**config.mk**
```make
export PLATFORM = sky130hd
export DESIGN_NAME = wait_queue_with_id_removal
export DESIGN_NICKNAME = d
export VERILOG_FILES = /design/src/sv/wqir_pkg.sv /design/src/sv/wait_queue_with_id_removal.sv /design/src/sv/wqir_out_stage.sv
export SDC_FILE = /design/constraint.sdc
export NUM_CORES = 1
export LEC_CHECK = 0
export BUFFER_PORTS_ARGS = -buffer_cell sky130_fd_sc_hd__clkbuf_2
export CORE_MARGIN = 5
export CORE_UTILIZATION = 55
export CTS_BUF_LIST = sky130_fd_sc_hd__clkbuf_8
export DETAILED_ROUTE_END_ITERATION = 7
export PLACE_DENSITY = 0.83
export SETUP_SLACK_MARGIN = 0.5
export SYNTH_ARGS = -nofsm -noshare
export SYNTH_HDL_FRONTEND = slang
export SYNTH_SLANG_ARGS = --single-unit
```
**constraint.sdc**
```tcl
create_clock -name clk_i -period 3.9 [get_ports clk_i]
set_clock_uncertainty 0.1 [all_clocks]
set_input_delay 1.17 -clock clk_i [delete_from_list [all_inputs] [get_ports clk_i]]
set_output_delay 1.17 -clock clk_i [all_outputs]
set_load 0.03 [all_outputs]
```
**src/sv/wqir_pkg.sv**
```systemverilog
// Shared types, constants and helpers of the wait queue block.
// Used by the sequencer, the output stage and the checker; depends on nothing.
package wqir_pkg;

  localparam int unsigned DEPTH   = 16;
  localparam int unsigned ID_BITS = 16;

  // Field widths of the stream words.
  localparam int unsigned ID_W   = 16;
  localparam int unsigned ACT_W  = 3;
  localparam int unsigned STAT_W = 2;
  localparam int unsigned OCC_W  = 5;

  // Stored identifier width: the field masked down to ID_BITS.
  localparam int unsigned SID_W = (ID_BITS < ID_W) ? ID_BITS : ID_W;
  localparam int unsigned PTR_W = $clog2(DEPTH);
  localparam int unsigned CNT_W = $clog2(DEPTH + 1);

  localparam int unsigned IN_TDATA_W  = 16;
  localparam int unsigned IN_TUSER_W  = ACT_W;
  localparam int unsigned OUT_TDATA_W = 24;
  localparam int unsigned OUT_TUSER_W = STAT_W + 1;

  typedef enum logic [ACT_W-1:0] {
    ACT_APPEND      = 3'd0,
    ACT_REMOVE_HEAD = 3'd1,
    ACT_REMOVE_ID   = 3'd2,
    ACT_PEEK        = 3'd3,
    ACT_LOOKUP      = 3'd4,
    ACT_RELEASE     = 3'd5
  } action_e;

  typedef enum logic [STAT_W-1:0] {
    STAT_OK   = 2'd0,
    STAT_MISS = 2'd1,
    STAT_FULL = 2'd2
  } status_e;

  typedef enum logic [2:0] {
    S_IDLE,
    S_DISPATCH,
    S_HEAD,
    S_SEARCH,
    S_SHIFT
  } state_e;

  typedef struct packed {
    logic [ID_W-1:0]  id;
    status_e          status;
    logic             released;
    logic [OCC_W-1:0] occupancy;
    logic             last;
  } result_t;

  // Physical slot of a logical position in the circular store.
  function automatic logic [PTR_W-1:0] wrap_add(logic [PTR_W-1:0] base,
                                                logic [CNT_W-1:0] off);
    logic [CNT_W:0] sum;
    sum = (CNT_W+1)'(base) + (CNT_W+1)'(off);
    if (sum >= (CNT_W+1)'(DEPTH)) begin
      sum = sum - (CNT_W+1)'(DEPTH);
    end
    return sum[PTR_W-1:0];
  endfunction

endpackage

```
**src/sv/wait_queue_with_id_removal.sv**
```systemverilog
// Top level of the wait queue: sequencer, circular identifier store and output stage.
// Depends on wqir_pkg and wqir_out_stage.
//
// Usage: each input word carries an action in s_axis_tuser and an identifier in
// s_axis_tdata. The queue keeps up to DEPTH identifiers in arrival order in a
// circular store addressed from a head pointer. Results leave on the m_axis
// channel; a release-all on a non-empty queue gives one word per entry with
// tlast on the final one, every other action gives a single word with tlast set.
// Append writes the tail slot directly. Peek, remove-head and release-all
// first read the head entry. A lookup or a remove-by-id reads the entries
// from the head in turn and compares each with the requested identifier; a
// removal then moves each later entry down one slot toward the head.
// Release-all gives one word per cycle while the receiver takes them.
// All work runs through one read port and one identifier comparator, so the
// next item is accepted once the sequencer is back to idle. Action codes six
// and seven are taken and dropped without a result.
// Reset empties the queue at once; the store is not cleared, entries are
// only read below the fill count. When the receiver stalls, the sequencer
// waits with its next word, while a word that still waits in the output
// register does not keep a new input word from being accepted.
module wait_queue_with_id_removal (
  input  logic                               clk_i,
  input  logic                               rst_ni,
  input  logic                               s_axis_tvalid,
  output logic                               s_axis_tready,
  // item_id
  input  logic [wqir_pkg::IN_TDATA_W-1:0]    s_axis_tdata,
  // action
  input  logic [wqir_pkg::IN_TUSER_W-1:0]    s_axis_tuser,
  output logic                               m_axis_tvalid,
  input  logic                               m_axis_tready,
  // result_id, occupancy, zero padding
  output logic [wqir_pkg::OUT_TDATA_W-1:0]   m_axis_tdata,
  // status, released
  output logic [wqir_pkg::OUT_TUSER_W-1:0]   m_axis_tuser,
  output logic                               m_axis_tlast
);

  wqir_pkg::state_e state_q, state_d;
  logic [wqir_pkg::PTR_W-1:0] head_q, head_d;
  logic [wqir_pkg::CNT_W-1:0] cnt_q, cnt_d;
  logic [wqir_pkg::PTR_W-1:0] idx_q, idx_d;
  logic [wqir_pkg::ACT_W-1:0] act_q, act_d;
  logic [wqir_pkg::SID_W-1:0] id_q, id_d;

  logic [wqir_pkg::SID_W-1:0] mem [wqir_pkg::DEPTH];
  logic                       rd_en, wr_en;
  logic [wqir_pkg::PTR_W-1:0] rd_addr, wr_addr;
  logic [wqir_pkg::SID_W-1:0] rd_data_q, wr_data;

  logic                       emit, slot_free, accept;
  wqir_pkg::result_t          res;

  logic [wqir_pkg::CNT_W-1:0] cnt_m1, idx_ext, idx_p1;
  logic [wqir_pkg::PTR_W-1:0] head_next;
  logic                       last_idx, hit;

  assign accept    = s_axis_tvalid && s_axis_tready;
  assign s_axis_tready = (state_q == wqir_pkg::S_IDLE);
  assign cnt_m1    = cnt_q - wqir_pkg::CNT_W'(1);
  assign idx_ext   = wqir_pkg::CNT_W'(idx_q);
  assign idx_p1    = idx_ext + wqir_pkg::CNT_W'(1);
  assign head_next = wqir_pkg::wrap_add(head_q, wqir_pkg::CNT_W'(1));
  assign last_idx  = (idx_ext == cnt_m1);
  // The one shared comparator: stored entry against the requested identifier.
  assign hit       = (rd_data_q == id_q);

  always_comb begin
    state_d = state_q;
    head_d  = head_q;
    cnt_d   = cnt_q;
    idx_d   = idx_q;
    act_d   = act_q;
    id_d    = id_q;
    rd_en   = 1'b0;
    rd_addr = head_q;
    wr_en   = 1'b0;
    wr_addr = head_q;
    wr_data = id_q;
    emit    = 1'b0;
    res     = '0;
    res.status    = wqir_pkg::STAT_OK;
    res.last      = 1'b1;
    res.occupancy = wqir_pkg::OCC_W'(cnt_q);

    unique case (state_q)
      wqir_pkg::S_IDLE: begin
        if (accept) begin
          act_d = s_axis_tuser;
          id_d  = s_axis_tdata[wqir_pkg::SID_W-1:0];
          idx_d = '0;
          if (s_axis_tuser <= wqir_pkg::ACT_RELEASE) begin
            state_d = wqir_pkg::S_DISPATCH;
          end
        end
      end

      wqir_pkg::S_DISPATCH: begin
        unique case (act_q)
          wqir_pkg::ACT_APPEND: begin
            if (slot_free) begin
              emit    = 1'b1;
              state_d = wqir_pkg::S_IDLE;
              if (cnt_q == wqir_pkg::CNT_W'(wqir_pkg::DEPTH)) begin
                res.status = wqir_pkg::STAT_FULL;
              end else begin
                wr_en   = 1'b1;
                wr_addr = wqir_pkg::wrap_add(head_q, cnt_q);
                wr_data = id_q;
                cnt_d   = cnt_q + wqir_pkg::CNT_W'(1);
                res.occupancy = wqir_pkg::OCC_W'(cnt_q + wqir_pkg::CNT_W'(1));
              end
            end
          end
          wqir_pkg::ACT_REMOVE_HEAD, wqir_pkg::ACT_PEEK, wqir_pkg::ACT_RELEASE,
          wqir_pkg::ACT_REMOVE_ID, wqir_pkg::ACT_LOOKUP: begin
            if (cnt_q == '0) begin
              if (slot_free) begin
                emit       = 1'b1;
                res.status = wqir_pkg::STAT_MISS;
                state_d    = wqir_pkg::S_IDLE;
              end
            end else begin
              rd_en   = 1'b1;
              rd_addr = head_q;
              if (act_q == wqir_pkg::ACT_REMOVE_ID || act_q == wqir_pkg::ACT_LOOKUP) begin
                state_d = wqir_pkg::S_SEARCH;
              end else begin
                state_d = wqir_pkg::S_HEAD;
              end
            end
          end
          default: state_d = wqir_pkg::S_IDLE;
        endcase
      end

      wqir_pkg::S_HEAD: begin
        if (slot_free) begin
          emit   = 1'b1;
          res.id = wqir_pkg::ID_W'(rd_data_q);
          if (act_q == wqir_pkg::ACT_PEEK) begin
            state_d = wqir_pkg::S_IDLE;
          end else begin
            head_d        = head_next;
            cnt_d         = cnt_m1;
            res.occupancy = wqir_pkg::OCC_W'(cnt_m1);
            if (act_q == wqir_pkg::ACT_RELEASE) begin
              res.released = 1'b1;
              res.last     = (cnt_m1 == '0);
              // A release goes on until the fill count reaches zero, so it
              // always drains the queue completely.
              if (cnt_m1 != '0) begin
                rd_en   = 1'b1;
                rd_addr = head_next;
              end else begin
                state_d = wqir_pkg::S_IDLE;
              end
            end else begin
              state_d = wqir_pkg::S_IDLE;
            end
          end
        end
      end

      wqir_pkg::S_SEARCH: begin
        if (hit && act_q == wqir_pkg::ACT_LOOKUP) begin
          if (slot_free) begin
            emit    = 1'b1;
            res.id  = wqir_pkg::ID_W'(id_q);
            state_d = wqir_pkg::S_IDLE;
          end
        end else if (last_idx) begin
          if (slot_free) begin
            emit    = 1'b1;
            state_d = wqir_pkg::S_IDLE;
            if (hit) begin
              res.id        = wqir_pkg::ID_W'(id_q);
              res.occupancy = wqir_pkg::OCC_W'(cnt_m1);
              cnt_d         = cnt_m1;
            end else begin
              res.status = wqir_pkg::STAT_MISS;
            end
          end
        end else begin
          // Fetch the next entry while this one is compared.
          rd_en   = 1'b1;
          rd_addr = wqir_pkg::wrap_add(head_q, idx_p1);
          idx_d   = wqir_pkg::PTR_W'(idx_p1);
          if (hit) begin
            state_d = wqir_pkg::S_SHIFT;
          end
        end
      end

      wqir_pkg::S_SHIFT: begin
        // Move the entry read last cycle one slot toward the head.
        wr_en   = 1'b1;
        wr_addr = wqir_pkg::wrap_add(head_q, idx_ext - wqir_pkg::CNT_W'(1));
        wr_data = rd_data_q;
        if (last_idx) begin
          if (slot_free) begin
            emit          = 1'b1;
            res.id        = wqir_pkg::ID_W'(id_q);
            res.occupancy = wqir_pkg::OCC_W'(cnt_m1);
            cnt_d         = cnt_m1;
            state_d       = wqir_pkg::S_IDLE;
          end
        end else begin
          rd_en   = 1'b1;
          rd_addr = wqir_pkg::wrap_add(head_q, idx_p1);
          idx_d   = wqir_pkg::PTR_W'(idx_p1);
        end
      end

      default: state_d = wqir_pkg::S_IDLE;
    endcase
  end

  always_ff @(posedge clk_i or negedge rst_ni) begin
    if (!rst_ni) begin
      state_q <= wqir_pkg::S_IDLE;
      head_q  <= '0;
      cnt_q   <= '0;
      idx_q   <= '0;
    end else begin
      state_q <= state_d;
      head_q  <= head_d;
      cnt_q   <= cnt_d;
      idx_q   <= idx_d;
    end
  end

  always_ff @(posedge clk_i) begin
    act_q <= act_d;
    id_q  <= id_d;
  end

  // Identifier store: one write and one registered read per cycle.
  always_ff @(posedge clk_i) begin
    if (wr_en) begin
      mem[wr_addr] <= wr_data;
    end
    if (rd_en) begin
      rd_data_q <= mem[rd_addr];
    end
  end

  wqir_out_stage u_out_stage (
    .clk_i       (clk_i),
    .rst_ni      (rst_ni),
    .load_i      (emit),
    .result_i    (res),
    .slot_free_o (slot_free),
    .m_tvalid_o  (m_axis_tvalid),
    .m_tready_i  (m_axis_tready),
    .m_tdata_o   (m_axis_tdata),
    .m_tuser_o   (m_axis_tuser),
    .m_tlast_o   (m_axis_tlast)
  );

endmodule

```
**src/sv/wqir_out_stage.sv**
```systemverilog
// Output register of the wait queue: holds one result word for the receiver.
// Depends on wqir_pkg for the result struct and the stream word layout.
module wqir_out_stage (
  input  logic                               clk_i,
  input  logic                               rst_ni,
  input  logic                               load_i,
  input  wqir_pkg::result_t                  result_i,
  output logic                               slot_free_o,
  output logic                               m_tvalid_o,
  input  logic                               m_tready_i,
  output logic [wqir_pkg::OUT_TDATA_W-1:0]   m_tdata_o,
  output logic [wqir_pkg::OUT_TUSER_W-1:0]   m_tuser_o,
  output logic                               m_tlast_o
);

  logic              valid_q, valid_d;
  wqir_pkg::result_t res_q;

  // The slot frees up in the same cycle the receiver takes the held word.
  assign slot_free_o = !valid_q || m_tready_i;

  always_comb begin
    valid_d = valid_q;
    if (load_i) begin
      valid_d = 1'b1;
    end else if (m_tready_i) begin
      valid_d = 1'b0;
    end
  end

  always_ff @(posedge clk_i or negedge rst_ni) begin
    if (!rst_ni) begin
      valid_q <= 1'b0;
    end else begin
      valid_q <= valid_d;
    end
  end

  always_ff @(posedge clk_i) begin
    if (load_i) begin
      res_q <= result_i;
    end
  end

  assign m_tvalid_o = valid_q;
  assign m_tdata_o  = {{(wqir_pkg::OUT_TDATA_W - wqir_pkg::ID_W - wqir_pkg::OCC_W){1'b0}},
                       res_q.occupancy, res_q.id};
  assign m_tuser_o  = {res_q.released, res_q.status};
  assign m_tlast_o  = res_q.last;

endmodule

```
# Word-level counts from Yosys, hierarchy flattened

Memory sizes are Yosys's and may differ from the RTL's. A register that Yosys moved wholly into a read port is not among the register bits.
Cells that the tools add are included.

Register bits: 61
Latch bits: 0
RAM bits: 256
ROM bits: 0
Output and inout port bits: 30
Memories kept: 1

Add/sub/neg operators: 12
Multipliers: 0
Div/mod/pow operators: 0
Magnitude comparators: 5
Equal/unequal tests: 20
Shift operators: 0
Mux-type cells: 91
Bitwise operators: 4
Reductions and logical operators: 21

Memory list:

| memory | depth | bits a word | read ports | clocked after Yosys merged registers in | wr ports | line                             | source |
|---|---|---|---|---|---|---|---|
| mem    | 16    | 16          | 1          | 1                                       | 1        | wait_queue_with_id_removal.sv:46 | `logic [wqir_pkg::SID_W-1:0] mem [wqir_pkg::DEPTH];` |

Operators with widths:

| cell                  | number |
|---|---|
| $mux W16              | 6 |
| $mux W4               | 16 |
| $mux W5               | 11 |
| $pmux W16 S3          | 1 |
| $pmux W5 S4           | 2 |
| $mux W18              | 2 |
| $mux W3               | 12 |
| $mux W1               | 25 |
| $pmux W4 S3           | 2 |
| $add A4 B5 Y6         | 3 |
| $ge A6 B5 Y1 const B  | 3 |
| $eq A16 B16 Y1        | 1 |
| $sub A4 B1 Y4 const B | 4 |
| $pmux W3 S5           | 1 |
| $eq A3 B2 Y1 const B  | 4 |
| $mux W6               | 2 |
| $add A4 B1 Y5 const B | 2 |
| $logic_not A5 Y1      | 2 |
| $eq A3 B3 Y1 const B  | 3 |
| $reduce_and A3 Y1     | 3 |
| $ne A2 B2 Y1 const B  | 4 |
| $ne A4 B4 Y1 const B  | 2 |
| $pmux W1 S4           | 2 |
| $pmux W2 S2           | 2 |
| 27 further kinds      | 38 |

# Longest topological paths before layout

Word-level depth: 8
Mapped depth: 16

# By module

A second synthesis with hierarchy kept.

Cells, all modules: 833
Area, all modules: 14109.8 um2

By module, submodules not included:

| module                     | times used | cells an instance | area an instance (um2) | seq. area each (um2) |
|---|---|---|---|---|
| wait_queue_with_id_removal | 1          | 801               | 13285.2                | 9138.8 |
| wqir_out_stage             | 1          | 32                | 824.5                  | 775.7 |

# Least setup slack after synthesis

OpenSTA, ideal clock, no wires.

Path kind: input -> register
Start point: input port m_axis_tready
End point: memory mem[4][0] in the netlist's numbering (enable)
Library setup time: 388 ps
Data arrival time: 3399 ps
Setup slack: 13 ps
Stages on the path: 10
Path buffers: 1
Cells stage by stage: nor2b_1 -> clkbuf_1 -> nor3_1 -> nand2_1 -> nor2_1 -> nand2_1 -> and3_1 -> nor3_1 -> nand2_1 -> nor2_1

Word-level cells in the longest chain between the ends: 6
Elaborated cells on any way between the ends: 9

Ends and longest elaborated chain:

| what                          | line                              | source |
|---|---|---|
| start, declared               | wait_queue_with_id_removal.sv:31  | `input logic m_axis_tready,` |
| $logic_or A1 B1 Y1 *          | wqir_out_stage.sv:20              | `assign slot_free_o = !valid_q \|\| m_tready_i;` |
| $mux W1                       | wait_queue_with_id_removal.sv:101 | `if (slot_free) begin` |
| $mux W1                       | wait_queue_with_id_removal.sv:99  | `unique case (act_q)` |
| $pmux W1 S2                   | wait_queue_with_id_removal.sv:86  | `unique case (state_q)` |
| $mux W1                       | wait_queue_with_id_removal.sv:240 | `if (wr_en) begin` |
| $mux W1 (implied by the code) | wait_queue_with_id_removal.sv:241 | `mem[wr_addr] <= wr_data;` |
| end, declared                 | wait_queue_with_id_removal.sv:46  |  |

Every way passes the cells marked *; elsewhere a longest branch is shown, timed or not.

# Worst setup path after layout

Start point: register cnt_q[0] in the netlist's numbering
End point: register rd_data_q[5] in the netlist's numbering (read register of mem) (data pin)

Word-level cells in the longest chain between the ends: 7
Elaborated cells on any way between the ends: 20

Ends and longest elaborated chain:

| what                                              | line                              | source |
|---|---|---|
| start, declared                                   | wait_queue_with_id_removal.sv:41  | `logic [wqir_pkg::CNT_W-1:0] cnt_q, cnt_d;` |
| start signal, assigned                            | wait_queue_with_id_removal.sv:228 | `cnt_q <= cnt_d;` |
| $sub A5 B1 Y5                                     | wait_queue_with_id_removal.sv:60  | `assign cnt_m1 = cnt_q - wqir_pkg::CNT_W'(1);` |
| $reduce_bool A5 Y1                                | wait_queue_with_id_removal.sv:152 | `if (cnt_m1 != '0) begin` |
| $mux W1 / $mux W4 (equally long branches)         | wait_queue_with_id_removal.sv:152 |  |
| $mux W1 / $mux W4 (equally long branches)         | wait_queue_with_id_removal.sv:147 | `if (act_q == wqir_pkg::ACT_RELEASE) begin` |
| $mux W1 / $mux W4 (equally long branches)         | wait_queue_with_id_removal.sv:141 | `if (act_q == wqir_pkg::ACT_PEEK) begin` |
| $mux W1 / $mux W4 (equally long branches)         | wait_queue_with_id_removal.sv:138 | `if (slot_free) begin` |
| $pmux W1 S4 / $pmux W4 S3 (equally long branches) | wait_queue_with_id_removal.sv:86  |  |
| end, declared                                     | wait_queue_with_id_removal.sv:49  | `logic [wqir_pkg::SID_W-1:0] rd_data_q, wr_data;` |

Parallel ways exist; a longest one is shown, timed or not.
A chain may end at the register's enable or synchronous reset.

==> results.json <==
{
  "status": "finished with violations",
  "violations": "design-rule violations",
  "ir_worst_vdd_v": 0.000633,
  "cp-start-kind": "flip-flop",
  "cp.depth": 13,
  "die_area_sq_mm": 0.0297,
  "p_leak_nw": 6.32,
  "tightest_slew_ns": 0.770,
  "max_slew_margin_pct": 48.6,
  "core_area_sq_mm": 0.0260,
  "muxShareOfSynthArea_pct": 0,
  "drive_gt1_share_pct": 20.7,
  "synth_ff_type": "edfxtp_1",
  "first_global_vias": 10200,
  "fin_crit_sh_pct": 87.9,
  "ys_warn_count": 0,
  "clock_path_buffers": 3,
  "rows": 59,
  "path_delay_family": "compound AO/OA/AOI/OAI gates",
  "seq_area_frac_synth_pct": 68.4,
  "synth_seq_cells": 333,
  "synth_edf_count": 316,
  "grt_first_pass_wirelength_microns": 57600,
  "drtPass1Iterations": 8,
  "grt_setup_unrepaired": "true",
  "portBuffers": 49,
  "comb_power_share_pct": 51.0,
  "path_class": "reg -> reg",
  "dpl.hpwl_microns": 21600,
  "clkSinkCount": 333,
  "antenna_found_initial": 1,
  "yosys.area.top_type_share_pct": 65.5,
  "synth_compound_area_share_pct": 13.7,
  "async_flop_share_pct": 5.11,
  "grtUsageTotal_pct": 25.7,
  "r2r_cells": 13,
  "synth_area_per_cell_sq_um": 12.8,
  "power.internal_mw": 9.05,
  "num-fill-cells": 1738,
  "critPathLaunch": "cnt_q[0]",
  "powerDensity_mw_per_mm2": 920,
  "area_growth_pct": 18.5,
  "cap_violations": 0,
  "start_util_pct": 55.7,
  "critical_path.endpoint": "rd_data_q[5]",
  "r2r-start": "cnt_q[0]",
  "p_switching_mw": 6.75,
  "synthCells": 1129,
  "required_ns": 4.11,
  "synth.distinct_cells": 59,
  "final_util_pct": 66.1,
  "hold_violations": 0,
  "post_synth_main_area_contributors": "edfxtp_1 (66%), nand2_1 (6.5%), a21oi_1 (3.8%), dfrtp_1 (2.9%), a22o_1 (2.0%)",
  "total_power_mw": 15.8,
  "max_stage_delay_ns": 0.42,
  "switching_share_pct": 42.7,
  "via_per_inst": 6.52,
  "setup_tns_ns": 0,
  "holdBufCountCts": 0,
  "diodes": 0,
  "synth_top_area_cell": "edfxtp_1",
  "antenna_left": 0,
  "r2r_end": "rd_data_q[5]",
  "synth_adder_area_share_pct": 1.71,
  "yosys.area_share.simple_pct": 11.1,
  "worst_slack_ns": 0.472,
  "htree_num_levels": 2,
  "final_net_count": 1301,
  "synth_top_family_by_area": "compound AO/OA/AOI/OAI gates",
  "num_vias": 10600,
  "seqPwrFrac_pct": 32.8,
  "cp_common_cell": "o211a_4",
  "hp-class": "in -> async",
  "cp_max_fo": 21,
  "cp.arrival_ns": 3.64,
  "drt_iter0_drc": 1571,
  "crit_slowest_cell": "or3b_4",
  "overflow": 0,
  "cts_tree": "done",
  "clock_latency_ns": 0.59,
  "pre_cts_ws_ns": 0.184,
  "routed_wl_microns": 41700,
  "clk_pin_slew_ns": 0.07,
  "cts_buffers": 51,
  "detail_route.wl_per_cell_microns": 25.5,
  "setup_viol": 0,
  "place_congestion": 0.862,
  "crit_buf_inv": 3,
  "drv_slew": 0,
  "r2r_setup_slack_ns": 0.47,
  "cp-end-kind": "flip-flop",
  "path_cells": "inv_2, ha_4, or3b_4, o22ai_4, o211a_4, a211oi_4, buf_4, o211a_4, buf_12, a21oi_1, a32oi_2, a22o_1, a211o_1",
  "pin_count": 53,
  "die_h_microns": 172,
  "netlist_area_sq_mm": 0.0145,
  "pwr-share-clk_pct": 16.2,
  "root_buffer": "clkbuf_8",
  "synth_xor_area_share_pct": 2.41,
  "fmax_mhz": 292,
  "grt_max_degree": 65,
  "route.detailed.drc": 12,
  "period_needed_ns": 3.43,
  "die-width_microns": 172
}
sequential cells by signal, indices dropped and copies added, names as in the netlist, 3 cells and up:
name,count
id_q,16
mem,256
rd_data_q,16
idx_q,4
head_q,4
u_out_stage.m_tuser_o,3
u_out_stage.m_tdata_o,21
state_q,3
cnt_q,5
act_q,3
stage by stage:
stage / cells / area (sq um) / hold slack, ns
global placement: 1501 / 15600 / 0.486
CTS: 1604 / 16700 / 0.437
detailed placement: 1501 / 15600 / 0.510
floorplan: 1131 / 14600 / 0.426
finish: 1632 / 17200 / 0.434
global route: 1632 / 17200 / 0.466
routing by layer:
| metal | wire (microns) | vias to the layer above | track usage (%) |
|---|---|---|---|
| met5 | 0 | - | 0 |
| met4 | 2700 | 0 | 14.1 |
| met3 | 5520 | 223 | 5.74 |
| met2 | 19300 | 920 | 40.7 |
| met1 | 14100 | 4997 | 33.1 |
| li1 | - | 4493 | - |
worst min path at each step:
stage,end,cells past startpoint
after global placement,idx_q[3],2
after detailed placement,idx_q[1],2
after CTS,u_out_stage.m_tvalid_o,1
after global routing,u_out_stage.m_tvalid_o,1
final,cnt_q[2],1
after floorplan,head_q[3],1
power groups by stage:
stage          Sequential (mW)  Combinational (mW)  Clock (mW)
2_1_floorplan             5.27                4.31           0
3_3_place_gp              5.22                6.18           0
3_5_place_dp              5.23                6.38           0
4_1_cts                   5.16                6.91        2.58
5_1_grt                   5.21                8.47        2.76
6_report                  5.18                8.06        2.56
cells by family (layout without fill, tap and decap cells):
kind of cell,count (synthesis),after routing
simple gates,374,374
xor+xnor,39,39
buf+inv,78,242
compound gates,286,288
flops,333,333
other cells,1,3
fa+ha+maj,18,18
synthesized netlist by cell type, types with 4 or more instances:
cell type	number
buf_2	38
buf_1	4
nor2_1	44
nand3_1	25
nand3b_1	6
nand2_1	251
nor4_1	5
inv_1	11
a21o_1	21
ha_1	15
a21oi_1	109
a211o_1	19
o21ai_0	23
dfrtp_1	17
buf_4	4
clkbuf_1	17
edfxtp_1	316
buf_6	4
and2_1	6
o22ai_1	4
a32oi_1	32
a211oi_1	17
xnor2_1	12
and3_1	4
a22o_1	33
nor3_1	7
xor2_1	26
nand2b_1	5
layout by cell type, fill, tap and decap left out, types with 12 or more instances in the layout:
cell	synthesis	final
edfxtp_1	316	316
nand2_1	251	249
a21oi_1	109	104
buf_4	4	58
clkbuf_8	0	52
clkbuf_2	0	49
a22o_1	33	33
a32oi_1	32	31
inv_1	11	26
xor2_1	26	26
nand3_1	25	25
nor2_1	44	23
o21ai_0	23	23
a21o_1	21	21
buf_12	0	21
a211o_1	19	19
a211oi_1	17	17
nor2_4	0	15
dfrtp_1	17	14
xnor2_1	12	12
ha_1	15	12
clkinv_1	0	12
area by class of cell:
| cell class | instances | area, sq um | share of cell area [%] |
|---|---|---|---|
| repair buffers | 141 | 1380 | 8.03 |
| multi-input cells | 722 | 4520 | 26.3 |
| well taps | 335 | 419 | 2.44 |
| clock inverters | 38 | 169 | 0.984 |
| clock buffers | 52 | 716 | 4.17 |
| flip-flops and latches | 333 | 9920 | 57.8 |
| inverters | 11 | 41.3 | 0.241 |
repair_timing:
| action | 4_1_cts | 5_1_grt |
|---|---|---|
| gates cloned | 4 | 8 |
| setup buffers | 9 | 20 |
| pin swaps | 7 | 6 |
| setup endpoints to repair | 61 | 85 |
| resized for setup | 13 | 41 |
(Power assumes the default switching activity.)
